<file path="src/design/kmsg_pkg.sv">
`timescale 1ns / 1ps

package kmsg_pkg;

   // Field widths fixed by the channel format
   localparam int ROW_IDX_W   = 3;
   localparam int COL_MAX_W   = 16;
   localparam int KEY_CNT_W   = 8;

   // Defaults for the top level parameters
   localparam int DEF_ROWS    = 8;
   localparam int DEF_COLS    = 16;

   // Command queue between front and back
   localparam int QUEUE_DEPTH = 2;

   typedef struct packed {
      logic [ROW_IDX_W-1:0] row_index;
      logic [COL_MAX_W-1:0] raw_columns;
      logic                 frame_end;
   } req_type;

   typedef struct packed {
      logic                 modified;
      logic                 ghost;
      logic [KEY_CNT_W-1:0] key_count;
   } rsp_type;

   // Classified row command: key bits already inverted and masked to the column count
   typedef struct packed {
      logic                 write_en;
      logic [ROW_IDX_W-1:0] row_index;
      logic [COL_MAX_W-1:0] keys;
      logic                 frame_end;
   } cmd_type;

   typedef enum logic [1:0] {
      ST_IDLE,
      ST_WALK,
      ST_RESULT
   } back_state_type;

endpackage

</file>
<file path="src/design/kmsg_front.sv">
`timescale 1ns / 1ps

module kmsg_front #(
   parameter int ROWS = kmsg_pkg::DEF_ROWS,
   parameter int COLS = kmsg_pkg::DEF_COLS
) (
   input  logic              clock,
   input  logic              reset,
   input  logic              req_valid,
   output logic              req_stall,
   input  kmsg_pkg::req_type req_data,
   output logic              cmd_valid,
   input  logic              cmd_take,
   output kmsg_pkg::cmd_type cmd_data
);
   import kmsg_pkg::*;

   localparam int PTR_W = $clog2(QUEUE_DEPTH);
   localparam int CNT_W = $clog2(QUEUE_DEPTH + 1);
   localparam logic [COL_MAX_W-1:0] ColMask = COL_MAX_W'((33'd1 << COLS) - 33'd1);

   cmd_type    cmd_new;
   cmd_type    slot_ff [QUEUE_DEPTH];
   logic [PTR_W-1:0] wr_ptr_ff, wr_ptr_in;
   logic [PTR_W-1:0] rd_ptr_ff, rd_ptr_in;
   logic [CNT_W-1:0] fill_ff, fill_in;
   logic       push;
   logic       pop;

   // Classify: rows past the matrix are not stored, but a frame end still counts
   always_comb begin
      cmd_new.write_en  = (32'(req_data.row_index) < ROWS);
      cmd_new.row_index = req_data.row_index;
      cmd_new.keys      = (~req_data.raw_columns) & ColMask;
      cmd_new.frame_end = req_data.frame_end;
   end

   assign req_stall = (fill_ff == CNT_W'(QUEUE_DEPTH));
   assign push      = req_valid && !req_stall;
   assign cmd_valid = (fill_ff != '0);
   assign pop       = cmd_valid && cmd_take;
   assign cmd_data  = slot_ff[rd_ptr_ff];

   // Queue pointers and fill level
   always_comb begin
      wr_ptr_in = wr_ptr_ff;
      rd_ptr_in = rd_ptr_ff;
      fill_in   = fill_ff;
      if (push) begin
         wr_ptr_in = (wr_ptr_ff == PTR_W'(QUEUE_DEPTH - 1)) ? '0 : wr_ptr_ff + 1'b1;
      end
      if (pop) begin
         rd_ptr_in = (rd_ptr_ff == PTR_W'(QUEUE_DEPTH - 1)) ? '0 : rd_ptr_ff + 1'b1;
      end
      if (push && !pop) begin
         fill_in = fill_ff + 1'b1;
      end else if (pop && !push) begin
         fill_in = fill_ff - 1'b1;
      end
   end

   always_ff @(posedge clock) begin
      if (reset) begin
         wr_ptr_ff <= '0;
         rd_ptr_ff <= '0;
         fill_ff   <= '0;
      end else begin
         wr_ptr_ff <= wr_ptr_in;
         rd_ptr_ff <= rd_ptr_in;
         fill_ff   <= fill_in;
      end
   end

   // Queue storage
   always_ff @(posedge clock) begin
      if (push) begin
         slot_ff[wr_ptr_ff] <= cmd_new;
      end
   end

endmodule

</file>
<file path="src/design/kmsg_back.sv">
`timescale 1ns / 1ps

module kmsg_back #(
   parameter int ROWS = kmsg_pkg::DEF_ROWS,
   parameter int COLS = kmsg_pkg::DEF_COLS
) (
   input  logic              clock,
   input  logic              reset,
   input  logic              cmd_valid,
   output logic              cmd_take,
   input  kmsg_pkg::cmd_type cmd_data,
   output logic              rsp_valid,
   input  logic              rsp_stall,
   output kmsg_pkg::rsp_type rsp_data
);
   import kmsg_pkg::*;

   localparam int RW    = $clog2(ROWS);
   localparam int SUM_W = $clog2(ROWS * COLS + 1);
   localparam int POP_W = $clog2(COLS + 1);

   back_state_type state_ff, state_in;

   logic [COLS-1:0]  cur_ff  [ROWS];
   logic [COLS-1:0]  prev_ff [ROWS];
   logic [RW-1:0]    row_ff, row_in;
   logic [SUM_W-1:0] sum_ff, sum_in;
   logic             mod_ff, mod_in;
   logic             ghost_ff, ghost_in;
   logic             rsp_valid_ff, rsp_valid_in;
   rsp_type          rsp_ff, rsp_in;

   logic             start_walk;
   logic             walking;
   logic             load_rsp;
   logic             store_row;
   logic             last_row;
   logic             rsp_free;
   logic [COLS-1:0]  walk_row;
   logic [POP_W-1:0] walk_pop;
   logic             walk_multi;
   logic             walk_match;
   logic [31:0]      sum_wide;

   assign rsp_free = !rsp_valid_ff || !rsp_stall;
   assign last_row = (row_ff == RW'(ROWS - 1));

   // Next state
   always_comb begin
      state_in = state_ff;
      case (state_ff)
         ST_IDLE: begin
            if (cmd_valid && cmd_data.frame_end) begin
               state_in = ST_WALK;
            end
         end
         ST_WALK: begin
            if (last_row) begin
               state_in = ST_RESULT;
            end
         end
         ST_RESULT: begin
            if (rsp_free) begin
               state_in = ST_IDLE;
            end
         end
         default: state_in = ST_IDLE;
      endcase
   end

   // State outputs
   always_comb begin
      cmd_take   = 1'b0;
      walking    = 1'b0;
      load_rsp   = 1'b0;
      case (state_ff)
         ST_IDLE:   cmd_take = 1'b1;
         ST_WALK:   walking  = 1'b1;
         ST_RESULT: load_rsp = rsp_free;
         default:   cmd_take = 1'b0;
      endcase
   end

   assign store_row  = cmd_take && cmd_valid && cmd_data.write_en;
   assign start_walk = cmd_take && cmd_valid && cmd_data.frame_end;

   // One row per walk step: popcount, multi-key test, compare against later rows
   always_comb begin
      walk_row   = cur_ff[row_ff];
      walk_pop   = '0;
      walk_match = 1'b0;
      for (int c = 0; c < COLS; c++) begin
         walk_pop = walk_pop + POP_W'(walk_row[c]);
      end
      walk_multi = ((walk_row & (walk_row - 1'b1)) != '0);
      for (int s = 0; s < ROWS; s++) begin
         if ((s > int'(row_ff)) && (cur_ff[s] == walk_row)) begin
            walk_match = 1'b1;
         end
      end
   end

   // Walk accumulators
   always_comb begin
      row_in   = row_ff;
      sum_in   = sum_ff;
      mod_in   = mod_ff;
      ghost_in = ghost_ff;
      if (start_walk) begin
         row_in   = '0;
         sum_in   = '0;
         mod_in   = 1'b0;
         ghost_in = 1'b0;
      end else if (walking) begin
         row_in   = last_row ? '0 : row_ff + 1'b1;
         sum_in   = sum_ff + SUM_W'(walk_pop);
         mod_in   = mod_ff || (walk_row != prev_ff[row_ff]);
         ghost_in = ghost_ff || (walk_multi && walk_match);
      end
   end

   // Result register, count saturates at the field's top value
   always_comb begin
      sum_wide     = 32'(sum_ff);
      rsp_valid_in = rsp_valid_ff && rsp_stall;
      rsp_in       = rsp_ff;
      if (load_rsp) begin
         rsp_valid_in     = 1'b1;
         rsp_in.modified  = mod_ff;
         rsp_in.ghost     = ghost_ff;
         rsp_in.key_count = (sum_wide > 32'd255) ? '1 : sum_wide[KEY_CNT_W-1:0];
      end
   end

   always_ff @(posedge clock) begin
      if (reset) begin
         state_ff     <= ST_IDLE;
         rsp_valid_ff <= 1'b0;
         row_ff       <= '0;
      end else begin
         state_ff     <= state_in;
         rsp_valid_ff <= rsp_valid_in;
         row_ff       <= row_in;
      end
   end

   always_ff @(posedge clock) begin
      sum_ff   <= sum_in;
      mod_ff   <= mod_in;
      ghost_ff <= ghost_in;
      rsp_ff   <= rsp_in;
   end

   // Frame store: row writes while idle, current copied into previous during the walk
   always_ff @(posedge clock) begin
      if (reset) begin
         for (int r = 0; r < ROWS; r++) begin
            cur_ff[r]  <= '0;
            prev_ff[r] <= '0;
         end
      end else begin
         if (store_row) begin
            cur_ff[RW'(cmd_data.row_index)] <= cmd_data.keys[COLS-1:0];
         end
         if (walking) begin
            prev_ff[row_ff] <= walk_row;
         end
      end
   end

   assign rsp_valid = rsp_valid_ff;
   assign rsp_data  = rsp_ff;

endmodule

</file>
<file path="src/design/key_matrix_scan_ghost_detect_unit.sv">
`timescale 1ns / 1ps

// Keyboard matrix scanner with ghost detection. Each request transfer carries one row's
// active-low column reading; the inverted reading becomes that row's key state. A transfer
// with frame_end set yields one response: modified (any row changed since the last frame
// end), ghost (a row with two or more keys equals a later row) and key_count (pressed keys,
// saturating at 255). Rows at or past ROWS are not stored but their frame_end still counts.
// The back end takes a row without frame_end while idle; a frame end starts a walk
// (store, one walk step per row over the frame store, result load). A two-entry command
// queue in front holds up to two request transfers during that walk, and a response
// register lets the next frame proceed while a result waits.
module key_matrix_scan_ghost_detect_unit #(
   parameter int ROWS = kmsg_pkg::DEF_ROWS,
   parameter int COLS = kmsg_pkg::DEF_COLS
) (
   input  logic              clock,
   input  logic              reset,
   input  logic              req_valid,
   output logic              req_stall,
   input  kmsg_pkg::req_type req_data,
   output logic              rsp_valid,
   input  logic              rsp_stall,
   output kmsg_pkg::rsp_type rsp_data
);
   import kmsg_pkg::*;

   logic    cmd_valid;
   logic    cmd_take;
   cmd_type cmd_data;

   kmsg_front #(
      .ROWS (ROWS),
      .COLS (COLS)
   ) u_front (
      .clock     (clock),
      .reset     (reset),
      .req_valid (req_valid),
      .req_stall (req_stall),
      .req_data  (req_data),
      .cmd_valid (cmd_valid),
      .cmd_take  (cmd_take),
      .cmd_data  (cmd_data)
   );

   kmsg_back #(
      .ROWS (ROWS),
      .COLS (COLS)
   ) u_back (
      .clock     (clock),
      .reset     (reset),
      .cmd_valid (cmd_valid),
      .cmd_take  (cmd_take),
      .cmd_data  (cmd_data),
      .rsp_valid (rsp_valid),
      .rsp_stall (rsp_stall),
      .rsp_data  (rsp_data)
   );

endmodule
</file>
<file path="config.mk">
export PLATFORM = sky130hd
export DESIGN_NAME = key_matrix_scan_ghost_detect_unit
export DESIGN_NICKNAME = d
export VERILOG_FILES = /design/src/design/kmsg_pkg.sv /design/src/design/kmsg_front.sv /design/src/design/kmsg_back.sv /design/src/design/key_matrix_scan_ghost_detect_unit.sv
export SDC_FILE = /design/constraint.sdc
export NUM_CORES = 1
export LEC_CHECK = 0
export ABC_AREA = 0
export BUFFER_PORTS_ARGS = -buffer_cell sky130_fd_sc_hd__buf_2
export CELL_PAD_IN_SITES_DETAIL_PLACEMENT = 1
export CELL_PAD_IN_SITES_GLOBAL_PLACEMENT = 1
export CORE_ASPECT_RATIO = 0.7
export CORE_UTILIZATION = 57
export DETAILED_ROUTE_END_ITERATION = 12
export PLACE_DENSITY = 0.86
export SLEW_MARGIN = 20
export SYNTH_ARGS = -nofsm -noshare
export SYNTH_HDL_FRONTEND = slang
export SYNTH_SLANG_ARGS = --single-unit
</file>
<file path="constraint.sdc">
create_clock -name clock -period 15.3 [get_ports clock]
set_input_delay 3.06 -clock clock [delete_from_list [all_inputs] [get_ports clock]]
set_output_delay 3.06 -clock clock [all_outputs]
set_load 0.05 [all_outputs]
</file>
==> impl_metrics.json, run 1 <==
{
  "synth-async-reset-ratio": 0,
  "worstSetupEndpointType": "register",
  "antenna_found_initial": 4,
  "drt_pre_antenna_iters": 5,
  "hold_end": "u_back.rsp_data[9]$_DFFE_PP_",
  "dieWidth_um": 201.8,
  "clk_latency_ns": 0.55,
  "highest_layer": "met4",
  "clock_skew_ns": 0.03145,
  "synth_top_area_frac": 0.5769,
  "reg2reg_slack_ns": 7.45,
  "syn_to_final_growth_pct": 11.02,
  "drc": 0,
  "final_max_slew_viol_count": 0,
  "cts_root_buf": "clkbuf_16",
  "totalWireLength_mm": 50.93,
  "worstReg2RegEnd": "u_back.sum_ff[7]$_SDFFE_PP0P_",
  "syn_inst": 1180,
  "nets": 1267,
  "ctsHoldBuffers": 0,
  "status": "finished, final reports clean",
  "initial_core_util": 0.5880,
  "grt_pass1_wl_mm": 74.20,
  "die_area_um2": 28630,
  "cts_tree": "done",
  "path_clk_slew_ns": 0.07,
  "syn-num-nets": 1233,
  "cts_setup_buffers": 0,
  "io_buffers": 35,
  "core_area_um2": 27090,
  "critPathArrivalTime_ns": 8.27,
  "grt_pass1_vias": 11170,
  "p_per_area_nw_per_um2": 176.4,
  "ios": 36,
  "dp.cells": 1542,
  "setup_viol": 0,
  "drtIter0Drc": 1433,
  "min-delay-start": "u_back.mod_ff$_SDFFE_PP0P_",
  "fin_setup_tns_ns": 0,
  "finalCriticalPeriod_ns": 7.848,
  "ff2ff_path_depth": 23,
  "met3_length_mm": 6.757,
  "path_max_fanout": 38,
  "cp.required_ns": 15.72,
  "grt_use_total": 0.3649,
  "drt-met1-wl_mm": 18.86,
  "cp-start-kind": "register",
  "final_cell_mix": "306 x edfxtp_1, 278 x nor2_1, 85 x xor2_1",
  "drtAntennaViolNets": 0,
  "gp_congestion": 0.9743,
  "grt_max_degree": 43,
  "via_count": 10830,
  "holdWs_ns": 0.4430,
  "ys_ff_latch": 330,
  "drive_above_1_share": 0.1702,
  "worst_slew_pin_slew_ns": 1.225,
  "drt-wirelength-per-cell_um": 31.71,
  "crit_chain": "buf_4, mux4_2, mux2i_4, inv_1, fa_1, inv_1, fa_1, fa_1, fa_1, inv_1, fa_1, inv_1, fa_1, inv_1, ha_1, a21o_1, a21oi_1, nor2b_1, o21ai_0, nand2b_1, nand4_1, xor2_1, nor2_1",
  "cts_resized": 0,
  "syn_avg_cell_area_um2": 13.50,
  "ir_drop_v": 0.0001253,
  "rsz0062_at_grt": "false",
  "ys_top_cells_by_area": "edfxtp_1 58%, mux4_2 9.0%, nor2_1 6.6%",
  "yosysWarnings": 0,
  "layout_commonest_cell": "edfxtp_1",
  "ys_seq_area_frac": 0.6071,
  "relSlewSlack": 0.1602,
  "grt_overflow": 0,
  "cts_sinks": 330,
  "critPathMostFrequentCell": "fa_1",
  "setup_ws_ns": 7.452,
  "fmax_mhz": 127.4,
  "fin_crit_sh": 0.5129,
  "synthDistinctLibCells": 47,
  "num_rows": 50,
  "hold_violations": 0,
  "dp_hpwl_mm": 32.16,
  "final_cells": 1606,
  "syn_area_um2": 15930,
  "critPathSlowestCell": "buf_4",
  "synth_edf_count": 306,
  "clockBufferDepth": 3,
  "cts.htree.levels": 2,
  "drv_cap": 0,
  "max_stage_delay_ns": 0.74,
  "path_class": "reg -> reg",
  "yosysTopAreaCell": "edfxtp_1",
  "worstHoldPathCells": 0,
  "post-place-ws_ns": 7.672,
  "dieHeight_um": 141.9,
  "synthFlopType": "edfxtp_1",
  "viasPerCell": 6.745,
  "cts_buffers": 34,
  "hold_class": "reg -> reg",
  "leakage_nw": 6.339,
  "wl_met2_mm": 23.07,
  "fin_util": 0.6528
}
==> worst max path at each step <==
stage	from	end	cells past startpoint
2_1_floorplan	register	u_back.sum_ff[7]$_SDFFE_PP0P_	26
3_3_place_gp	register	u_back.sum_ff[7]$_SDFFE_PP0P_	23
3_5_place_dp	register	u_back.sum_ff[7]$_SDFFE_PP0P_	23
4_1_cts	register	u_back.sum_ff[7]$_SDFFE_PP0P_	23
5_1_grt	register	u_back.sum_ff[7]$_SDFFE_PP0P_	23
6_report	register	u_back.sum_ff[7]$_SDFFE_PP0P_	23
==> cells by family (layout without fill, tap and decap cells) <==
logic type	count (synthesis)	count (layout)	share of synthesized area
compound gates	41	41	0.01650
fa+ha+maj	30	30	0.02859
buf+inv	113	173	0.03040
simple gates	411	411	0.1117
mux	115	115	0.1288
other cells	0	2	0
xor+xnor	140	140	0.07698
flops	330	330	0.6071
==> cell usage after synthesis, drive strengths merged, types with 16 or more instances <==
library cell / instances
xnor2: 55
nand2b: 22
inv: 46
nand2: 30
nand4: 18
mux2i: 51
edfxtp: 306
ha: 18
a21oi: 17
buf: 29
xor2: 85
nor4: 20
nor2: 279
nor3: 16
mux4: 64
dfxtp: 24
clkbuf: 38
==> registers in the layout (all words and copies together), names as in the netlist, named ones only <==
signal and count:
u_front.fill_ff 2, u_back.sum_ff 8, u_back.rsp_data 10, u_front.slot_ff 40
u_front.wr_ptr_ff 1, u_back.cur_ff 128, u_back.prev_ff 128, u_back.mod_ff 1
u_back.state_ff 2, u_back.ghost_ff 1, u_back.rsp_valid 1, u_front.rd_ptr_ff 1
u_back.row_ff 3
==> worst max-delay path, delay by kind of cell (launching register included) <==
family	cells	cell delay [ns]
mux	2	1.32
xor+xnor	1	0.17
flops	1	0.65
fa+ha+maj	7	3.34
buf+inv	6	1.33
simple gates	4	0.36
compound gates	3	0.53
==> power breakdown <==
part	internal [mW]	leakage [nW]	switching [mW]
logic	0.406	2.46	0.691
registers	1.08	3.31	0.0651
clock network	0.516	0.572	0.361
==> area by class of cell <==
cell class | count | area [µm²]
antenna | 2 | 5.005
clock buffer | 43 | 968.4
clock inverter | 19 | 185.2
fill | 2532 | 9405
inverter | 46 | 172.7
multi-input combinational | 737 | 5818
sequential | 330 | 9678
tap | 364 | 455.4
timing repair buffer | 65 | 400.4
==> metrics by stage <==
| step | total power [mW] | instance area [µm²] |
|---|---|---|
| 4_1_cts | 3.088 | 17660 |
| 5_1_grt | 3.225 | 17680 |
| 3_3_place_gp | 2.102 | 16510 |
| 2_1_floorplan | 1.862 | 15930 |
| 3_5_place_dp | 2.177 | 16510 |
| 6_report | 3.119 | 17680 |
==> per-layer routing <==
layer  track usage  vias up
met5             0        -
li1              -     4297
met3        0.1201      193
met4        0.1499        0
met2        0.5632      865
met1        0.4796     5478
(Power assumes the default switching activity.)
==> inputs of run 2 (changes only) <==
--- a/config.mk
+++ b/config.mk
@@ -10,9 +10,9 @@
 export CELL_PAD_IN_SITES_DETAIL_PLACEMENT = 1
 export CELL_PAD_IN_SITES_GLOBAL_PLACEMENT = 1
 export CORE_ASPECT_RATIO = 0.7
-export CORE_UTILIZATION = 57
+export CORE_UTILIZATION = 53
 export DETAILED_ROUTE_END_ITERATION = 12
-export PLACE_DENSITY = 0.86
+export PLACE_DENSITY = 0.81
 export SLEW_MARGIN = 20
 export SYNTH_ARGS = -nofsm -noshare
 export SYNTH_HDL_FRONTEND = slang
==> constraint.sdc (replaced) <==
create_clock -name clock -period 7.62 [get_ports clock]
set_input_delay 1.524 -clock clock [delete_from_list [all_inputs] [get_ports clock]]
set_output_delay 1.524 -clock clock [all_outputs]
set_load 0.05 [all_outputs]
==> run 2 against run 1 <==
Worst setup slack worse by 6.4 ns; clock skew barely moved; count of clock-buffer cells in the layout grew 5; non-clock buffer count is the same; power increased by 94%; clock power grew 88%; fmax up 19%; sequential cell count unchanged; routed wire length decreased by 8.7%; largest cell class unchanged; largest power group unchanged.
==> impl_metrics.json, run 2 (synthesis results as in run 1) <==
{
  "io_buffers": 35,
  "cts_root_buf": "clkbuf_16",
  "fin_crit_sh": 0.8643,
  "clockPowerShare": 0.273,
  "num_rows": 52,
  "ir_drop_v": 0.0001739,
  "dp_hpwl_mm": 31.69,
  "grt_pass1_vias": 10650,
  "worstSetupEndpointType": "register",
  "cp-start-kind": "register",
  "max_stage_delay_ns": 0.71,
  "critPathBufInv": 6,
  "ff2ff_path_depth": 22,
  "clock_skew_ns": 0.03182,
  "fin_total_pwr_mw": 6.053,
  "cts_sinks": 330,
  "setup_viol": 0,
  "grt_overflow": 0,
  "hold_violations": 0,
  "ctsHoldBuffers": 0,
  "grt_max_degree": 40,
  "fin_setup_tns_ns": 0,
  "rsz0062_at_grt": "false",
  "p_sw_frac": 0.3505,
  "final_max_slew_viol_count": 0,
  "path_max_fanout": 35,
  "relSlewSlack": 0.2311,
  "path_clk_slew_ns": 0.06,
  "cts_tree": "done",
  "p_sw_mw": 2.122,
  "reg.largest.list": "u_back.cur_ff: 128 flops, u_back.prev_ff: 128 flops, u_front.slot_ff: 40 flops",
  "critPathSlowestCell": "dfxtp_4",
  "worst_slew_pin_slew_ns": 1.153,
  "via_count": 10300,
  "worstHoldPathCells": 0,
  "path_class": "reg -> reg",
  "status": "finished, final reports clean",
  "drtAntennaViolNets": 0,
  "cts_setup_buffers": 0,
  "final_cell_mix": "306 x edfxtp_1, 278 x nor2_1, 85 x xor2_1",
  "gp_congestion": 1.021,
  "drive_above_1_share": 0.1645,
  "multiInputGateArea_um2": 5816,
  "viasPerCell": 6.359,
  "design_area_um2": 17620,
  "die_area_um2": 30760,
  "nets": 1267,
  "core_area_um2": 29210,
  "internal_power_mw": 3.931,
  "crit_chain": "buf_4, mux4_2, mux2i_4, inv_1, fa_1, inv_1, fa_1, fa_1, inv_1, fa_1, inv_1, fa_1, inv_1, ha_1, a21o_1, a21oi_1, nor2b_1, o21ai_0, nand2b_1, nand2_1, xor2_1, nor2_1",
  "cts_resized": 0,
  "p_comb_frac": 0.346,
  "drtIter0Drc": 998,
  "register_area_um2": 9678,
  "dieWidth_um": 209.2,
  "layout_commonest_cell": "edfxtp_1",
  "drv_cap": 0,
  "syn_to_final_growth_pct": 10.62,
  "fillCellCount": 2796,
  "drt_pre_antenna_iters": 5,
  "leakage_nw": 6.292,
  "grt_pass1_wl_mm": 69.03,
  "hold_class": "reg -> reg",
  "ios": 36,
  "drt-wirelength-per-cell_um": 28.72,
  "clockBufferDepth": 3,
  "cts.htree.levels": 2,
  "drc": 0,
  "clk_latency_ns": 0.54,
  "cp.required_ns": 8.03,
  "cts_buffers": 34,
  "fmax_mhz": 151.8,
  "antenna_found_initial": 1,
  "initial_core_util": 0.5452,
  "dieHeight_um": 147.0,
  "dpl_cell_area_um2": 16520,
  "grt_use_total": 0.3131,
  "critPathArrivalTime_ns": 7.00,
  "totalWireLength_mm": 46.50,
  "path_depth": 22,
  "finalCriticalPeriod_ns": 6.586,
  "cp_top_family": "adder cells",
  "p_per_area_nw_per_um2": 343.5,
  "pwr-share-seq": 0.381
}
-- run 2: cell types whose count changed in the layout (fill, tap and decap cells not counted), sizes merged --
cell	before	now
clkinv	15	12
clkbuf	43	48
bufinv	4	2
diode	2	1
-- run 2: path summary, 6_finish.rpt --
check                           slack (ns)                       endpoint                        from
worst max-delay path                  1.03  u_back.sum_ff[5]$_SDFFE_PP0P_                    register
worst min-delay path                  0.45   u_back.rsp_data[9]$_DFFE_PP_  u_back.mod_ff$_SDFFE_PP0P_
worst max register to register        1.03  u_back.sum_ff[5]$_SDFFE_PP0P_                    register
worst min register to register        0.45   u_back.rsp_data[9]$_DFFE_PP_  u_back.mod_ff$_SDFFE_PP0P_
-- run 2: layout make-up --
cell class                 count  area share
clock buffer                  48     0.05489
inverter                      46    0.009800
timing repair buffer          65     0.02272
tap                          378     0.02684
sequential                   330      0.5493
clock inverter                14    0.006249
multi-input combinational    737      0.3301
antenna                        1   0.0001420
-- run 2: power by group through the flow --
| stage | clock [mW] | combinational, mW | sequential [mW] |
|---|---|---|---|
| after floorplan | 0 | 1.48 | 2.25 |
| after global placement | 0 | 1.92 | 2.32 |
| after detailed placement | 0 | 2.06 | 2.34 |
| after CTS | 1.67 | 2.08 | 2.30 |
| after global routing | 1.73 | 2.26 | 2.32 |
| final | 1.65 | 2.09 | 2.30 |
-- run 2: worst reg2reg max path, stage by stage (launching register included) --
cell	delay (ns)
dfxtp_4	0.71
buf_4	0.68
mux4_2	0.68
mux2i_4	0.18
inv_1	0.11
fa_1	0.60
inv_1	0.08
fa_1	0.49
fa_1	0.54
inv_1	0.06
fa_1	0.43
inv_1	0.12
fa_1	0.44
inv_1	0.12
ha_1	0.24
a21o_1	0.15
a21oi_1	0.22
nor2b_1	0.07
o21ai_0	0.14
nand2b_1	0.09
nand2_1	0.09
xor2_1	0.19
nor2_1	0.06
-- run 2: per-layer routing --
layer | wire (µm) | global-route usage
met1 | 19430 | 0.4411
met2 | 20140 | 0.4643
met3 | 5833 | 0.1058
met4 | 1102 | 0.09118
met5 | 0 | 0
-- run 2: stage by stage --
step / setup WS (ns) / hold WS [ns] / std cells / utilization
2_1_floorplan: 0.9957 / 0.4005 / 1180 / -
3_3_place_gp: 1.230 / 0.4237 / 1556 / 0.5656
3_5_place_dp: 1.014 / 0.4443 / 1556 / 0.5656
4_1_cts: 0.9864 / 0.4615 / 1618 / 0.6025
5_1_grt: 0.6390 / 0.4725 / 1618 / 0.6031
6_report: 1.034 / 0.4545 / 1619 / 0.6031
==> inputs of run 3 (changes only) <==
--- a/config.mk
+++ b/config.mk
@@ -5,14 +5,14 @@
 export SDC_FILE = /design/constraint.sdc
 export NUM_CORES = 1
 export LEC_CHECK = 0
-export ABC_AREA = 0
+export ABC_AREA = 1
 export BUFFER_PORTS_ARGS = -buffer_cell sky130_fd_sc_hd__buf_2
 export CELL_PAD_IN_SITES_DETAIL_PLACEMENT = 1
 export CELL_PAD_IN_SITES_GLOBAL_PLACEMENT = 1
 export CORE_ASPECT_RATIO = 0.7
-export CORE_UTILIZATION = 53
+export CORE_UTILIZATION = 49
 export DETAILED_ROUTE_END_ITERATION = 12
-export PLACE_DENSITY = 0.81
+export PLACE_DENSITY_LB_ADDON = 0.08
 export SLEW_MARGIN = 20
 export SYNTH_ARGS = -nofsm -noshare
 export SYNTH_HDL_FRONTEND = slang
==> run 3 against run 2 <==
Area after synthesis rose by 9.3%; power rose by 22%; hold slack got worse by 0.022 ns; first-iteration DRC count rose by 45%; final cell count rose by 54%; count of clock-buffer cells in the layout fell by 3; design area rose by 8.0%; via count rose by 39%; critical endpoint is now u_back.sum_ff[7]$_SDFFE_PP0P_; worst setup slack got worse by 0.17 ns; synthesized cell count rose by 68%; register-to-register slack got worse by 0.17 ns.
==> impl_metrics.json, run 3 <==
{
  "layout_commonest_cell": "nand2_1",
  "ys_seq_area_frac": 0.5555,
  "initial_core_util": 0.5002,
  "fin_crit_sh": 0.8870,
  "synth-async-reset-ratio": 0,
  "totalWireLength_mm": 57.59,
  "worstSetupEndpointType": "register",
  "final_cell_mix": "448 x nand2_1, 445 x nor2_1, 306 x edfxtp_1",
  "dpl_cell_area_um2": 17810,
  "reg.largest.list": "u_back.cur_ff: 128 flops, u_back.prev_ff: 128 flops, u_front.slot_ff: 40 flops",
  "ys_top_cells_by_area": "edfxtp_1 53%, nand2_1 9.7%, nor2_1 9.6%",
  "leakage_nw": 8.194,
  "via_count": 14300,
  "ios": 36,
  "final_max_slew_viol_count": 0,
  "io_buffers": 35,
  "status": "finished, final reports clean",
  "hold_violations": 0,
  "path_class": "reg -> reg",
  "drt-wirelength-per-cell_um": 23.13,
  "ff2ff_path_depth": 27,
  "cts_root_buf": "clkbuf_16",
  "rsz0062_at_grt": "false",
  "critPathCapture": "u_back.sum_ff[7]$_SDFFE_PP0P_",
  "syn_to_final_growth_pct": 9.308,
  "cp-start-kind": "register",
  "worst_slew_pin_slew_ns": 1.150,
  "path_clk_slew_ns": 0.06,
  "grt_use_total": 0.3249,
  "drive_above_1_share": 0.07830,
  "finalCriticalPeriod_ns": 6.759,
  "syn-num-nets": 2039,
  "critPathArrivalTime_ns": 7.18,
  "synthDistinctLibCells": 40,
  "reg2reg_slack_ns": 0.86,
  "synthFlopType": "edfxtp_1",
  "die_area_um2": 36300,
  "hold_class": "reg -> reg",
  "fmax_mhz": 148.0,
  "fin_setup_tns_ns": 0,
  "grt_max_degree": 67,
  "dp_hpwl_mm": 38.36,
  "nets": 2046,
  "n_antenna_cell": 0,
  "drt_pre_antenna_iters": 5,
  "cts.htree.levels": 2,
  "drtIter0Drc": 1443,
  "drv_cap": 0,
  "cp.required_ns": 8.04,
  "viasPerCell": 5.745,
  "drtAntennaViolNets": 0,
  "antenna_found_initial": 0,
  "p_per_area_nw_per_um2": 388.3,
  "clockBufferDepth": 3,
  "yosys-top-cells-count": "450 x nand2_1, 447 x nor2_1, 306 x edfxtp_1",
  "cts_sinks": 330,
  "path_max_fanout": 53,
  "syn_inst": 1986,
  "ys_ff_latch": 330,
  "yosysMostFrequentCell": "nand2_1",
  "core_area_um2": 34800,
  "cts_resized": 0,
  "fillCellCount": 4143,
  "grt_util_met1": 0.4854,
  "grtUsageMet2": 0.4889,
  "register_area_um2": 9674,
  "yosysTopAreaCell": "edfxtp_1",
  "grt_pass1_vias": 14350,
  "num_rows": 57,
  "cts_buffers": 36,
  "ir_drop_v": 0.0004607,
  "cts_tree": "done",
  "synth_edf_count": 306,
  "worstReg2RegEnd": "u_back.sum_ff[7]$_SDFFE_PP0P_",
  "fin_total_pwr_mw": 7.388,
  "ctsHoldBuffers": 0,
  "gp_congestion": 0.9011,
  "dieHeight_um": 159.7,
  "use_met3": 0.06293,
  "design_area_um2": 19030,
  "syn_area_um2": 17410,
  "syn_avg_cell_area_um2": 8.765,
  "cts_setup_buffers": 0,
  "dieWidth_um": 227.3,
  "clk_latency_ns": 0.54,
  "drc": 0,
  "multiInputGateArea_um2": 6350,
  "relSlewSlack": 0.2315,
  "grt_pass1_wl_mm": 87.33,
  "min-delay-start": "u_back.sum_ff[7]$_SDFFE_PP0P_",
  "yosysWarnings": 0,
  "setup_viol": 0,
  "grt_overflow": 0,
  "clock_skew_ns": 0.01509,
  "grt-busiest-layer": "met2",
  "synth_top_area_frac": 0.5279
}
[run 3: cell types whose count changed in the layout (fill, tap and decap cells not counted), moves of 52 or more]
| cell | delta |
|---|---|
| xnor2_1 | -52 |
| mux4_2 | -64 |
| nor2_1 | +167 |
| o21ai_0 | +91 |
| nand2_1 | +418 |
| inv_1 | +154 |
| nand3_1 | +145 |
[run 3: area by class of cell]
type / instances / area share
clock buffers: 45 / 0.05076
repair buffers: 67 / 0.02183
flip-flops and latches: 330 / 0.5084
inverters: 210 / 0.04169
well taps: 472 / 0.03104
clock inverters: 18 / 0.01256
multi-input cells: 1348 / 0.3337
[run 3: report_power, final]
part	switching [mW]	total (mW)	internal (mW)
Clock	0.738	1.84	1.10
Combinational	2.22	3.27	1.05
Sequential	0.103	2.28	2.18
Total	3.06	7.39	4.33
[run 3: cell families after synthesis]
group / synth area share
AOI/OAI and AO/OA: 0.05182
xor gates and xnor gates: 0.02013
DFF: 0.5555
buffers and inverters: 0.08093
adders and majority gates: 0.02559
muxes: 0.009847
and+or+nand+nor: 0.2562
[run 3: metrics by stage]
stage                     cells  hold slack [ns]  utilization  setup WS [ns]
after floorplan            1986           0.4082            -          1.850
after global placement     2427           0.4192       0.5117          1.173
after detailed placement   2427           0.4165       0.5118         0.9267
after CTS                  2490           0.4302       0.5464         0.9285
after global routing       2490           0.4485       0.5467         0.4692
final                      2490           0.4322       0.5467         0.8612
[run 3: worst min path at each step]
stage / to / cells past startpoint
final: u_back.rsp_data[7]$_DFFE_PP_ / 0
after global routing: u_back.rsp_data[8]$_DFFE_PP_ / 0
after CTS: u_back.rsp_data[7]$_DFFE_PP_ / 0
after detailed placement: u_back.rsp_data[7]$_DFFE_PP_ / 0
after global placement: u_back.rsp_data[7]$_DFFE_PP_ / 0
after floorplan: u_back.rsp_data[7]$_DFFE_PP_ / 0
[run 3: critical path, stage by stage, from the launching register on]
cell and delay, ns:
dfxtp_4 0.46, inv_6 0.37, nand2_1 0.11, nand3_1 0.14, nand3_2 0.17, nand2_2 0.38, ha_1 0.34, fa_1 0.54
inv_1 0.06, fa_1 0.59, fa_1 0.57, fa_1 0.55, inv_1 0.06, fa_1 0.40, inv_1 0.08, fa_1 0.41
inv_1 0.11, ha_1 0.17, a21oi_1 0.07, and2_1 0.17, inv_1 0.06, a21oi_1 0.06, o21bai_1 0.17, nand2_1 0.08
nor2_1 0.20, nand2_1 0.09, o21ai_0 0.15, a21oi_1 0.05
[run 3: routing by layer]
metal  up-vias  share of wire
li1       6473              -
met1      7266           0.46
met2       482           0.44
met3        81          0.076
met4         2          0.018
met5         -         0.0012
